## src/sv/dtwq_pkg.sv

```systemverilog
// ----------------------------------------------------------------------------
// dtwq_pkg: shared types and constants of the two-tier work queue
// Kind codes, payload structs and default depths.
// ----------------------------------------------------------------------------
package dtwq_pkg;

  localparam int unsigned MainDepthDef = 32;
  localparam int unsigned IdleDepthDef = 32;
  localparam int unsigned MaxResults   = 32;
  localparam int unsigned CoordW       = 16;
  localparam int unsigned KeyW         = 3 * CoordW;
  localparam int unsigned LimitW       = 6;

  typedef enum logic [2:0] {
    KIND_DIRTY  = 3'd0,
    KIND_REMESH = 3'd1,
    KIND_IDLE   = 3'd2,
    KIND_FRAME  = 3'd3,
    KIND_CLEAR  = 3'd4
  } kind_e;

  typedef struct packed {
    logic [2:0]               kind;
    logic signed [CoordW-1:0] coord_x;
    logic signed [CoordW-1:0] coord_y;
    logic signed [CoordW-1:0] coord_z;
  } in_item_t;

  typedef struct packed {
    logic                     emit;
    logic signed [CoordW-1:0] out_x;
    logic signed [CoordW-1:0] out_y;
    logic signed [CoordW-1:0] out_z;
    logic                     promoted;
    logic                     added;
    logic                     overflow;
    logic                     last;
  } out_item_t;

  // Control handed to every cell of a queue chain at once.
  typedef struct packed {
    logic push;   // write key into the cell at the tail
    logic shift;  // move each entry one place towards the head
    logic clear;  // drop every entry
  } chain_ctl_t;

  typedef enum logic [1:0] {
    ST_IDLE  = 2'd0,
    ST_MARK  = 2'd1,
    ST_DRAIN = 2'd2
  } state_e;

endpackage

```

## src/sv/dtwq_ctrl.sv

```systemverilog
// ----------------------------------------------------------------------------
// dtwq_ctrl: sequencer of the work queue
// Decodes an item, drives both chains and forms the result items.
// ----------------------------------------------------------------------------
module dtwq_ctrl (
  input  logic                        clk_i,
  input  logic                        rst_ni,
  input  logic                        start_i,
  input  dtwq_pkg::in_item_t          item_i,
  input  logic [dtwq_pkg::LimitW-1:0] limit_i,
  input  logic                        m_hit_i,
  input  logic                        m_full_i,
  input  logic                        m_empty_i,
  input  logic                        m_more_i,
  input  logic [dtwq_pkg::KeyW-1:0]   m_head_i,
  input  logic                        i_hit_i,
  input  logic                        i_full_i,
  input  logic                        i_empty_i,
  input  logic [dtwq_pkg::KeyW-1:0]   i_head_i,
  output logic [dtwq_pkg::KeyW-1:0]   key_o,
  output dtwq_pkg::chain_ctl_t        m_ctl_o,
  output dtwq_pkg::chain_ctl_t        i_ctl_o,
  output logic                        busy_o,
  output logic                        valid_o,
  output dtwq_pkg::out_item_t         result_o
);

  dtwq_pkg::state_e              state_q, state_d;
  logic [2:0]                    kind_q;
  logic [dtwq_pkg::KeyW-1:0]     key_q;
  logic [dtwq_pkg::LimitW-1:0]   cnt_q, cnt_d;
  logic                          accept;
  logic                          is_mark;
  logic                          lim_hit;

  assign accept  = start_i && (state_q == dtwq_pkg::ST_IDLE);
  assign is_mark = (item_i.kind == dtwq_pkg::KIND_DIRTY) ||
                   (item_i.kind == dtwq_pkg::KIND_REMESH) ||
                   (item_i.kind == dtwq_pkg::KIND_IDLE);
  // Count of emitted entries reaches the limit, or the result cap.
  assign lim_hit = ((limit_i != '0) && (cnt_q + 1'b1 == limit_i)) ||
                   (cnt_q == dtwq_pkg::LimitW'(dtwq_pkg::MaxResults - 1));

  always_ff @(posedge clk_i) begin
    if (accept) begin
      kind_q <= item_i.kind;
      key_q  <= {item_i.coord_z, item_i.coord_y, item_i.coord_x};
    end
  end

  assign key_o = key_q;

  always_comb begin
    state_d = state_q;
    cnt_d   = cnt_q;
    unique case (state_q)
      dtwq_pkg::ST_IDLE: begin
        cnt_d = '0;
        if (start_i) begin
          if (is_mark) begin
            state_d = dtwq_pkg::ST_MARK;
          end else if (item_i.kind == dtwq_pkg::KIND_FRAME) begin
            state_d = dtwq_pkg::ST_DRAIN;
          end
        end
      end
      dtwq_pkg::ST_MARK: state_d = dtwq_pkg::ST_IDLE;
      dtwq_pkg::ST_DRAIN: begin
        cnt_d = cnt_q + 1'b1;
        // Stop after the final result: empty main, limit reached or no
        // entry behind the head.
        if (m_empty_i || lim_hit || !m_more_i) begin
          state_d = dtwq_pkg::ST_IDLE;
        end
      end
      default: state_d = dtwq_pkg::ST_IDLE;
    endcase
  end

  always_ff @(posedge clk_i or negedge rst_ni) begin
    if (!rst_ni) begin
      state_q <= dtwq_pkg::ST_IDLE;
      cnt_q   <= '0;
    end else begin
      state_q <= state_d;
      cnt_q   <= cnt_d;
    end
  end

  // Outputs: a main entry is the last of its frame when the limit is reached
  // or no entry sits behind the head.
  logic add_m, add_i, dup_i;
  always_comb begin
    m_ctl_o  = '0;
    i_ctl_o  = '0;
    valid_o  = 1'b0;
    result_o = '0;
    add_m    = 1'b0;
    add_i    = 1'b0;
    dup_i    = m_hit_i || i_hit_i;
    unique case (state_q)
      dtwq_pkg::ST_IDLE: begin
        if (start_i && !is_mark && item_i.kind != dtwq_pkg::KIND_FRAME) begin
          valid_o       = 1'b1;
          result_o.last = 1'b1;
          if (item_i.kind == dtwq_pkg::KIND_CLEAR) begin
            m_ctl_o.clear = 1'b1;
            i_ctl_o.clear = 1'b1;
          end
        end
      end
      dtwq_pkg::ST_MARK: begin
        valid_o       = 1'b1;
        result_o.last = 1'b1;
        if (kind_q == dtwq_pkg::KIND_IDLE) begin
          add_i             = !dup_i && !i_full_i;
          result_o.overflow = !dup_i && i_full_i;
          result_o.added    = add_i;
          i_ctl_o.push      = add_i;
        end else begin
          add_m             = !m_hit_i && !m_full_i;
          result_o.overflow = !m_hit_i && m_full_i;
          result_o.added    = add_m;
          m_ctl_o.push      = add_m;
        end
      end
      dtwq_pkg::ST_DRAIN: begin
        valid_o = 1'b1;
        if (!m_empty_i) begin
          result_o.emit  = 1'b1;
          {result_o.out_z, result_o.out_y, result_o.out_x} = m_head_i;
          m_ctl_o.shift  = 1'b1;
          result_o.last  = lim_hit || !m_more_i;
        end else if (!i_empty_i) begin
          result_o.emit     = 1'b1;
          result_o.promoted = 1'b1;
          {result_o.out_z, result_o.out_y, result_o.out_x} = i_head_i;
          i_ctl_o.shift     = 1'b1;
          result_o.last     = 1'b1;
        end else begin
          result_o.last = 1'b1;
        end
      end
      default: ;
    endcase
  end

  assign busy_o = (state_q != dtwq_pkg::ST_IDLE);

endmodule

```

## config.mk

```make
export PLATFORM = sky130hd
export DESIGN_NAME = dtwq_ctrl
export DESIGN_NICKNAME = d
export VERILOG_FILES = /design/src/sv/dtwq_pkg.sv /design/src/sv/dtwq_ctrl.sv
export SDC_FILE = /design/constraint.sdc
export NUM_CORES = 1
export LEC_CHECK = 0
export BUFFER_PORTS_ARGS = -buffer_cell sky130_fd_sc_hd__buf_2
export CAP_MARGIN = 20
export CORE_AREA = 8 8 100 102
export DETAILED_ROUTE_END_ITERATION = 7
export DIE_AREA = 0 0 108 110
export GPL_ROUTABILITY_DRIVEN = 0
export PLACE_DENSITY_LB_ADDON = 0.08
export SYNTH_ARGS = -nofsm -noshare
export SYNTH_HDL_FRONTEND = slang
export SYNTH_SLANG_ARGS = --single-unit
```

## constraint.sdc

```tcl
create_clock -name clk_i -period 3.2 [get_ports clk_i]
set_clock_uncertainty 0.1 [all_clocks]
set_input_delay 0.8 -clock clk_i [delete_from_list [all_inputs] [get_ports clk_i]]
set_output_delay 0.8 -clock clk_i [all_outputs]
set_load 0.02 [all_outputs]
```

# == Yosys cells after proc, flatten, opt, wreduce, memory -nomap -nowiden ==
# Cells that the tools add are included.
# W data, S select, Z words.
# word_totals
register_bits,59
latch_bits,0
ram_bits,0
mem_bits_ro,0
inputBits,163
out_inout_bits,109
wordCells,74
n_memories,0
# op_classes
add_sub_neg,1
n_mul,0
div_mod_pow,0
order_cmp,0
eq_ne,13
shifts,0
n_mux,28
bitwise,0
n_reduce_logical,28
# ops
operator,n
$mux W50,2
$mux W49,1
$mux W1,15
$mux W2,6
$pmux W6 S2,1
$eq A3 B2 Y1 const B,3
$logic_and A1 B1 Y1,8
$logic_or A1 B1 Y1,7
$add A6 B1 Y6 const B,1
$eq A6 B5 Y1 const B,1
$eq A6 B6 Y1,1
$logic_not A1 Y1,6
$ne A3 B2 Y1 const B,2
$reduce_bool A6 Y1,1
$ne A2 B2 Y1 const B,2
$pmux W2 S2,1
$reduce_bool A2 Y1,2
$eq A3 B1 Y1 const B,1
$eq A3 B3 Y1 const B,1
$logic_not A3 Y1,1
$pmux W1 S3,1
$reduce_and A3 Y1,1
$eq A2 B1 Y1 const B,1
$eq A2 B2 Y1 const B,1
other kinds (3),3

# == Logic depth before layout (Yosys ltp) ==
# Gate-level depths: netlist of the first run.
# depth
depth_word,8
depth_mapped,7
depth_no_buf,6

# == Worst setup path after synthesis of the first run ==
# No wires, ideal clock.
# synth_timing
kind,input -> output
from,in m_hit_i
to,out result_o[2] (netlist bit)
t_arrival_ns,1.990
path_slack_ns,0.310
stages,3
path_buffers,0
cell_sequence,nand2b_1 -> nor4_1 -> or2_2
# synth_lines
item,line,text
"start, declared",dtwq_ctrl.sv:11,"input logic m_hit_i,"
"end, declared",dtwq_ctrl.sv:25,output dtwq_pkg::out_item_t result_o

==> metrics.cfg, run 1 <==
[status]
outcome = finished clean

[clock_network]
cts_tree = yes
insertion_delay_ps = 330
cts-root-buf = clkbuf_8
clkSlewWorstSetupHoldPaths_ps = 70
ctsHoldBuffers = 0
cts_buffers = 9
clockBufferDepth = 2
cts.htree.levels = 3
cts_num_sinks = 59

[global_routing]
grt_max_degree = 51
grt_pass1_vias = 2757
antenna_found_initial = 0
grt_pass1_wl_mm = 15.6
gr-total-overflow = 0
track_usage_pct = 17.2

[layout]
utilization_pct = 54.5
synthToLayoutAreaGrowth_pct = 63.1
fillers = 805
drive_above_1_share_pct = 63.2
finalNetCount = 657
insertedDiodeCount = 0

[die]
core_um2 = 8470
rows = 34
dieArea_um2 = 11900
die_w_um = 108
ios = 272
initial_core_util_pct = 33.4
die_h_um = 110

[timing]
layout_setup_ws_ps = 91.4
max_slew_margin_pct = 65.8
period_minus_slack_ps = 3110
finalCritPeriodShare_pct = 97.1
slew_viol_final = 0
worst_pin_slew_ps = 512
hold_viol = 0
hold_slack_ps = 209
clock.fmax_mhz = 322
rsz0062_at_grt = true
setup_violations = 0

[critical_path]
crit_type = flip-flop to primary output
worstPathRequired_ps = 2300
r2r_start = state_q[0]
cp.arrival_ps = 2210
reg2reg_slack_ps = 1040
cp-end-kind = primary output
critPathMaxFanout = 4
r2r_cells = 4
cp-startpoint = cnt_q[1]
reg2reg_to = key_o[24]
crit_path_end = result_o[0]
crit_path_start_kind = flip-flop

[run]
drv_cap = 0

[yosys]
ys_seq_elements = 59
synth.distinct_cells = 41
synth_top_cell_by_area = edfxtp_1
synth_edf_count = 51
yosys_most_used_dff = edfxtp_1
avgSynthCellArea_um2 = 13.5
synthTopCellsByCount = edfxtp_1 (51), a22o_1 (49), nand2_1 (18)
synth-async-reset-ratio_pct = 13.6
yosysWarnings = 0
netlist_area_um2 = 2830
synth.most_common_cell = edfxtp_1
seq_area_frac_synth_pct = 61.2
synth.top_cells.by_area = edfxtp_1 (54%), a22o_1 (15%), dfrtp_1 (7.1%)
syn-num-nets = 378
netlist_instances = 210
synthDominantCellAreaShare_pct = 54.1

[route]
wl_per_cell_um = 19.1
drc = 0
vias_per_cell = 4.72
vias = 2841
drtAntennaViolNets = 0
dr.pass1.iters = 4
wirelength_mm = 11.5
drt-initial-drc-count = 117

[pwr]
power.density_nw_per_um2 = 545
irDropWorstVdd_uv = 252
power_w = 0.00251
p_leak_nw = 2.32

[hold_path]
hp-class = input pin to async pin

[placement]
io_buffers = 271
dp_hpwl_mm = 9.53
post-place-ws_ps = 128

-- state kept, by name, summed over array words and instances (netlist names) --
signal / flops
key_o: 48
cnt_q: 6
kind_q: 3
state_q: 2
-- metal layers --
| metal | vias to the layer above | track usage, % | share of wire (%) |
|---|---|---|---|
| met1 | 1300 | 19.8 | 37 |
| met2 | 154 | 28.2 | 49 |
| met3 | 11 | 8.14 | 13 |
| li1 | 1376 | - | - |
| met5 | - | 0 | 0 |
| met4 | 0 | 4.76 | 0.89 |
-- metrics by stage --
step,cells,TNS (ps),cell area [um2]
3_3_place_gp,581,0,4330
3_5_place_dp,581,0,4330
6_report,602,0,4610
2_1_floorplan,210,0,2830
5_1_grt,602,-44.6,4610
4_1_cts,597,0,4560
-- cells in the final DEF, fill, tap and decap left out, types with 3 or more instances in the layout --
cell	n
ha_1	4
or2b_1	3
clkinv_4	3
nand2_1	18
xor2_1	3
nor2_1	6
a21oi_1	3
buf_2	270
o21ai_0	3
clkbuf_8	9
xnor2_1	4
a22o_1	49
dfrtp_1	7
inv_1	6
buf_4	9
edfxtp_1	51
nand2b_1	4
-- power by group --
part	internal (W)	switching (W)	leakage [nW]
registers	0.000978	0.0000342	0.595
logic	0.000280	0.000466	1.61
clock network	0.000444	0.000313	0.114
-- worst max-delay path, cell delays in order (launching register included) --
cell and delay (ps):
dfrtp_1 430, ha_4 190, and3_4 190, xnor3_1 250
nor4_4 310, nand2_1 110, a311oi_2 220, buf_4 180
-- final cells by class --
type | count | area [um2] | share of cell area (%)
repair buffers | 281 | 1460 | 31.6
inverters | 6 | 22.5 | 0.488
clock inverters | 7 | 100 | 2.17
multi-input cells | 132 | 1040 | 22.6
clock buffers | 9 | 124 | 2.68
flip-flops and latches | 59 | 1730 | 37.6
well taps | 108 | 135 | 2.93
-- worst min-delay path by stage --
stage,cells after the start,slack [ps],end,start
2_1_floorplan,0,400,cnt_q[0],rst_ni
3_3_place_gp,1,450,cnt_q[0],cnt_q[0]
3_5_place_dp,2,460,state_q[0],state_q[0]
4_1_cts,1,190,state_q[1],rst_ni
5_1_grt,1,200,state_q[0],rst_ni
6_report,1,210,state_q[0],rst_ni
-- logic make-up after synthesis --
group | Yosys count | synth area share (%)
AO/OA/AOI/OAI | 67 | 20.1
XOR/XNOR | 9 | 3.80
adder cells (fa/ha/maj) | 5 | 2.21
buffers and inverters | 19 | 2.79
flip-flops | 59 | 61.2
multiplexers | 1 | 0.354
AND/OR/NAND/NOR | 50 | 9.51
-- what timing repair did --
action | CTS | global route
buffers inserted | 0 | 5
pin swaps | 1 | 4
setup endpoints to repair | 1 | 1
gates resized for setup | 2 | 3
(Power assumes the default switching activity.)
==> run 2: changes to the inputs <==
--- a/config.mk
+++ b/config.mk
@@ -7,9 +7,9 @@
 export LEC_CHECK = 0
 export BUFFER_PORTS_ARGS = -buffer_cell sky130_fd_sc_hd__buf_2
 export CAP_MARGIN = 20
-export CORE_AREA = 8 8 100 102
+export CORE_MARGIN = 8
+export CORE_UTILIZATION = 24
 export DETAILED_ROUTE_END_ITERATION = 7
-export DIE_AREA = 0 0 108 110
 export GPL_ROUTABILITY_DRIVEN = 0
 export PLACE_DENSITY_LB_ADDON = 0.08
 export SYNTH_ARGS = -nofsm -noshare
==> metrics.cfg, run 2 (synthesized netlist as in run 1, its figures left out) <==
[critical_path]
worstPathRequired_ps = 2300  ; about the same
crit_path_start_kind = flip-flop
critPathMaxFanout = 4  ; unchanged
cp-end-kind = primary output
crit_type = flip-flop to primary output
cp.arrival_ps = 2220  ; about the same

[route]
vias = 2822  ; -0.67%
wirelength_mm = 11.3  ; -1.2%
vias_per_cell = 4.45  ; -5.7%
dr.pass1.iters = 5  ; +1
drtAntennaViolNets = 0  ; unchanged
drt-initial-drc-count = 131  ; +12%
wl_per_cell_um = 17.9  ; -6.1%
drc = 0  ; unchanged

[placement]
dpl_cell_area_um2 = 4390  ; +1.3%
post-place-ws_ps = 122  ; -6.94 ps
placed_cells = 616  ; +6.0%
io_buffers = 271  ; unchanged
dp_hpwl_mm = 9.54  ; +0.15%

[clock_network]
cts-root-buf = clkbuf_16
insertion_delay_ps = 320  ; about the same
cts.htree.levels = 3  ; unchanged
ctsHoldBuffers = 0  ; unchanged
cts_num_sinks = 59  ; unchanged
clkSlewWorstSetupHoldPaths_ps = 50  ; -20 ps
cts_tree = yes
clockBufferDepth = 2  ; unchanged
cts_buffers = 9  ; unchanged

[timing]
period_minus_slack_ps = 3120  ; +12.2 ps
max_slew_margin_pct = 61.9  ; -3.9 points
hold_viol = 0  ; unchanged
layout_setup_ws_ps = 79.2  ; -12.2 ps
finalCritPeriodShare_pct = 97.5  ; +0.38 points
clock.fmax_mhz = 320  ; -0.39%
worst_pin_slew_ps = 571  ; +58.6 ps
setup_violations = 0  ; unchanged
slew_viol_final = 0  ; unchanged

[layout]
final-instance-count-excl-fill = 634  ; +5.3%
multiInputGateArea_um2 = 1040  ; -0.36%
utilization_pct = 41.4  ; -13 points
area.sequential_um2 = 1730  ; unchanged
largest_register_ffs = 48  ; unchanged
most-common-layout-cells = buf_2 (270), edfxtp_1 (51), a22o_1 (49)
insertedDiodeCount = 0  ; unchanged
synthToLayoutAreaGrowth_pct = 67.8
finalNetCount = 654  ; -0.46%
final_common_cell = buf_2
drive_above_1_share_pct = 62.9  ; -0.23 points
final_cell_area_um2 = 4750  ; +2.8%
fillers = 1128  ; +40%

[die]
dieArea_um2 = 15500  ; +31%
rows = 39  ; +15%
ios = 272  ; unchanged
initial_core_util_pct = 24.7  ; -8.7 points
core_um2 = 11500  ; +35%
die_w_um = 125  ; +15%
die_h_um = 125  ; +13%

[global_routing]
track_usage_pct = 13.9  ; -3.3 points
gr-total-overflow = 0  ; unchanged
antenna_found_initial = 0  ; unchanged
grt_pass1_wl_mm = 17.1  ; +9.7%
grt_max_degree = 51  ; unchanged
grt_pass1_vias = 3002  ; +8.9%

[pwr]
p_leak_nw = 2.36  ; +1.5%
irDropWorstVdd_uv = 370  ; +47%
power_w = 0.00279  ; +11%
power.density_nw_per_um2 = 589  ; +8.0%

[run]
drv_cap = 0  ; unchanged

[status]
outcome = finished clean

[hold_path]
hp-class = input pin to async pin

-- run 2: cell type report --
type	count	share of cell area, %
flip-flops and latches	59	36.5
multi-input cells	132	21.9
clock buffers	9	4.75
repair buffers	278	30.5
well taps	143	3.77
inverters	6	0.475
clock inverters	7	2.11
-- run 2: where the power goes --
group | internal [W] | total [W] | switching [W]
clock network | 0.000686 | 0.00103 | 0.000344
registers | 0.000979 | 0.00101 | 0.0000321
logic | 0.000279 | 0.000753 | 0.000473
-- run 2: worst max-delay path, cell delays in order, from the launching register on --
cell      delay, ps
dfrtp_2         440
ha_4            180
and3_2          230
xnor3_1         210
nor4_4          310
nand2_1         110
a311oi_2        240
buf_4           190
-- run 2: through the flow --
step	setup TNS, ps	hold WS [ps]
global route	-4.09	228
detailed placement	0	451
floorplan	0	403
finish	0	228
CTS	0	220
global placement	0	441
-- run 2: layer usage --
| layer | track usage, % | part of all wire, % | routed length, um | up-vias |
|---|---|---|---|---|
| met3 | 4.47 | 7.5 | 845 | 12 |
| met2 | 24.1 | 50 | 5710 | 146 |
| met1 | 15.9 | 41 | 4620 | 1295 |
| li1 | - | - | - | 1369 |
| met5 | 0 | 0 | 0 | - |
| met4 | 4.32 | 1.5 | 170 | 0 |
-- run 2: final timing paths --
kind | endpoint | slack [ps] | from | depth (start not counted)
hold reg to reg | cnt_q[0] | 430 | cnt_q[0] | 1
max in group asynchronous | cnt_q[0] | 2570 | rst_ni | 1
min in group clk_i | cnt_q[0] | 430 | cnt_q[0] | 1
setup reg to reg | state_q[1] | 1030 | state_q[0] | 6
setup / recovery | result_o[0] | 80 | cnt_q[0] | 7
hold / removal | cnt_q[0] | 230 | rst_ni | 1
-- run 2: what timing repair did --
item | CTS | global route
setup buffers | 0 | 2
gates resized for setup | 1 | 3
endpoints found under the setup margin | 1 | 1
pin swaps | 1 | 1
==> run 3: changes to the inputs <==
==> constraint.sdc (replaced) <==
create_clock -name clk_i -period 3.4 [get_ports clk_i]
set_clock_uncertainty 0.1 [all_clocks]
set_input_delay 0.85 -clock clk_i [delete_from_list [all_inputs] [get_ports clk_i]]
set_output_delay 0.85 -clock clk_i [all_outputs]
set_load 0.02 [all_outputs]
==> metrics.cfg, run 3 (synthesized netlist as in run 1, its figures left out) <==
[placement]
dpl_cell_area_um2 = 4380  ; -0.17%
io_buffers = 271  ; unchanged
dp_hpwl_mm = 9.49  ; -0.52%
placed_cells = 615  ; -0.16%

[pwr]
p_leak_nw = 2.37  ; +0.44%
power.density_nw_per_um2 = 580  ; -1.4%
irDropWorstVdd_uv = 396  ; +7.0%
switchingPower_w = 0.000788  ; -7.2%
clockPowerShare_pct = 40.4  ; +3.5 points
switching_share_pct = 28.6  ; -1.8 points
combPwrFrac_pct = 25.2  ; -1.7 points
pwr-share-seq_pct = 34.4  ; -1.8 points
p_int_w = 0.00197  ; +1.4%

[route]
drtAntennaViolNets = 0  ; unchanged
dr_wl_met3_um = 795  ; -5.9%
drc = 0  ; unchanged
drt-initial-drc-count = 150  ; +15%
wirelength_mm = 11.2  ; -0.98%
highest-signal-layer = met4
dr.pass1.iters = 4  ; -1
wl_met2_mm = 5.69  ; -0.35%
wl_per_cell_um = 17.8  ; -0.51%
m1WireLength_mm = 4.61  ; -0.22%
vias = 2811  ; -0.39%
vias_per_cell = 4.45  ; about the same

[timing]
hold_viol = 0  ; unchanged
setup_tns_ps = 0  ; unchanged
setup_violations = 0  ; unchanged
period_minus_slack_ps = 3200
slew_viol_final = 0  ; unchanged
clock.fmax_mhz = 312
rsz0062_at_grt = false
finalCritPeriodShare_pct = 94.2
worst_pin_slew_ps = 561  ; -10.1 ps
max_slew_margin_pct = 62.6  ; +0.67 points

[layout]
final_common_cell = buf_2
most-common-layout-cells = buf_2 (271), edfxtp_1 (51), a22o_1 (49)
area.sequential_um2 = 1730  ; about the same
multiInputGateArea_um2 = 1020  ; -1.2%
synthToLayoutAreaGrowth_pct = 68.1
insertedDiodeCount = 0  ; unchanged
largest_register_ffs = 48  ; unchanged
final_cell_area_um2 = 4760  ; +0.21%
drive_above_1_share_pct = 62.3  ; -0.64 points
finalNetCount = 651  ; -0.46%
final-instance-count-excl-fill = 631  ; -0.47%
fillers = 1131  ; +0.27%

[die]
ios = 272  ; unchanged
dieArea_um2 = 15500  ; unchanged
die_h_um = 125  ; unchanged
initial_core_util_pct = 24.7  ; unchanged
rows = 39  ; unchanged
die_w_um = 125  ; unchanged
core_um2 = 11500  ; unchanged

[clock_network]
cts-root-buf = clkbuf_16
insertion_delay_ps = 310  ; about the same
cts.htree.levels = 3  ; unchanged
cts_tree = yes
cts_resized = 0  ; -1
ctsHoldBuffers = 0  ; unchanged
clkSlewWorstSetupHoldPaths_ps = 50  ; about the same
cts_num_sinks = 59  ; unchanged
cts_setup_buffers = 0  ; unchanged
clockBufferDepth = 2  ; unchanged
cts_buffers = 9  ; unchanged

[critical_path]
cp.depth = 7  ; unchanged
critPathTopFamily = simple AND/OR/NAND/NOR gates
cp.arrival_ps = 2250  ; +30 ps
critPathMaxFanout = 6  ; +2
crit_path_start_kind = flip-flop
cp-end-kind = primary output
path_cells = ha_1 -> and3_2 -> xnor3_1 -> nor4_4 -> nand2_1 -> a311oi_2 -> buf_2
crit_type = flip-flop to primary output
cp_slowest_cell = dfrtp_1
slowest_delay_ps = 420  ; -20 ps
worstPathRequired_ps = 2450  ; +150 ps
r2r_cells = 6  ; unchanged
crit_buf_inv = 1  ; unchanged

[global_routing]
grt_max_degree = 51  ; unchanged
antenna_found_initial = 0  ; unchanged
gr-total-overflow = 0  ; unchanged
grt_pass1_vias = 2952  ; -1.7%
grt_pass1_wl_mm = 16.9  ; -0.69%
track_usage_pct = 13.9  ; -0.050 points

[hold_path]
hp-class = input pin to async pin

[run]
drv_cap = 0  ; unchanged

[status]
outcome = finished clean

-- run 3: worst paths after layout --
kind	start	slack, ps	end
worst min-delay path	rst_ni	270	cnt_q[0]
worst max register to register	state_q[1]	1240	state_q[1]
worst min register to register	cnt_q[0]	450	cnt_q[0]
max in group asynchronous	rst_ni	2750	cnt_q[5]
min in group clk_i	cnt_q[0]	450	cnt_q[0]
worst max-delay path	cnt_q[0]	200	result_o[0]
-- run 3: layer usage --
metal | up-vias | track usage, %
li1 | 1364 | -
met1 | 1304 | 16.0
met2 | 132 | 23.9
met3 | 11 | 4.47
met4 | 0 | 4.18
met5 | - | 0
-- run 3: final cells by class --
type	count	share of cell area [%]
Clock buffer	9	4.74
Clock inverter	7	3.13
Inverter	6	0.474
Multi-Input combinational cell	132	21.5
Sequential cell	59	36.4
Tap cell	143	3.76
Timing Repair Buffer	275	29.9
-- run 3: stage by stage --
step | power [W] | hold slack (ps) | utilization, % | setup WS (ps)
CTS | 0.00281 | 266 | 41.5 | 78.0
floorplan | 0.00136 | 403 | - | 410
detailed placement | 0.00168 | 451 | 38.2 | 225
global placement | 0.00167 | 440 | 38.2 | 236
global route | 0.00289 | 270 | 41.5 | 8.96
finish | 0.00276 | 275 | 41.5 | 196
-- run 3: power by group through the flow --
stage | Sequential, W | Combinational (W) | Clock (W)
floorplan | 0.00108 | 0.000273 | 0
global placement | 0.000963 | 0.000710 | 0
detailed placement | 0.000965 | 0.000712 | 0
CTS | 0.000951 | 0.000713 | 0.00115
global route | 0.000962 | 0.000756 | 0.00117
finish | 0.000949 | 0.000696 | 0.00111
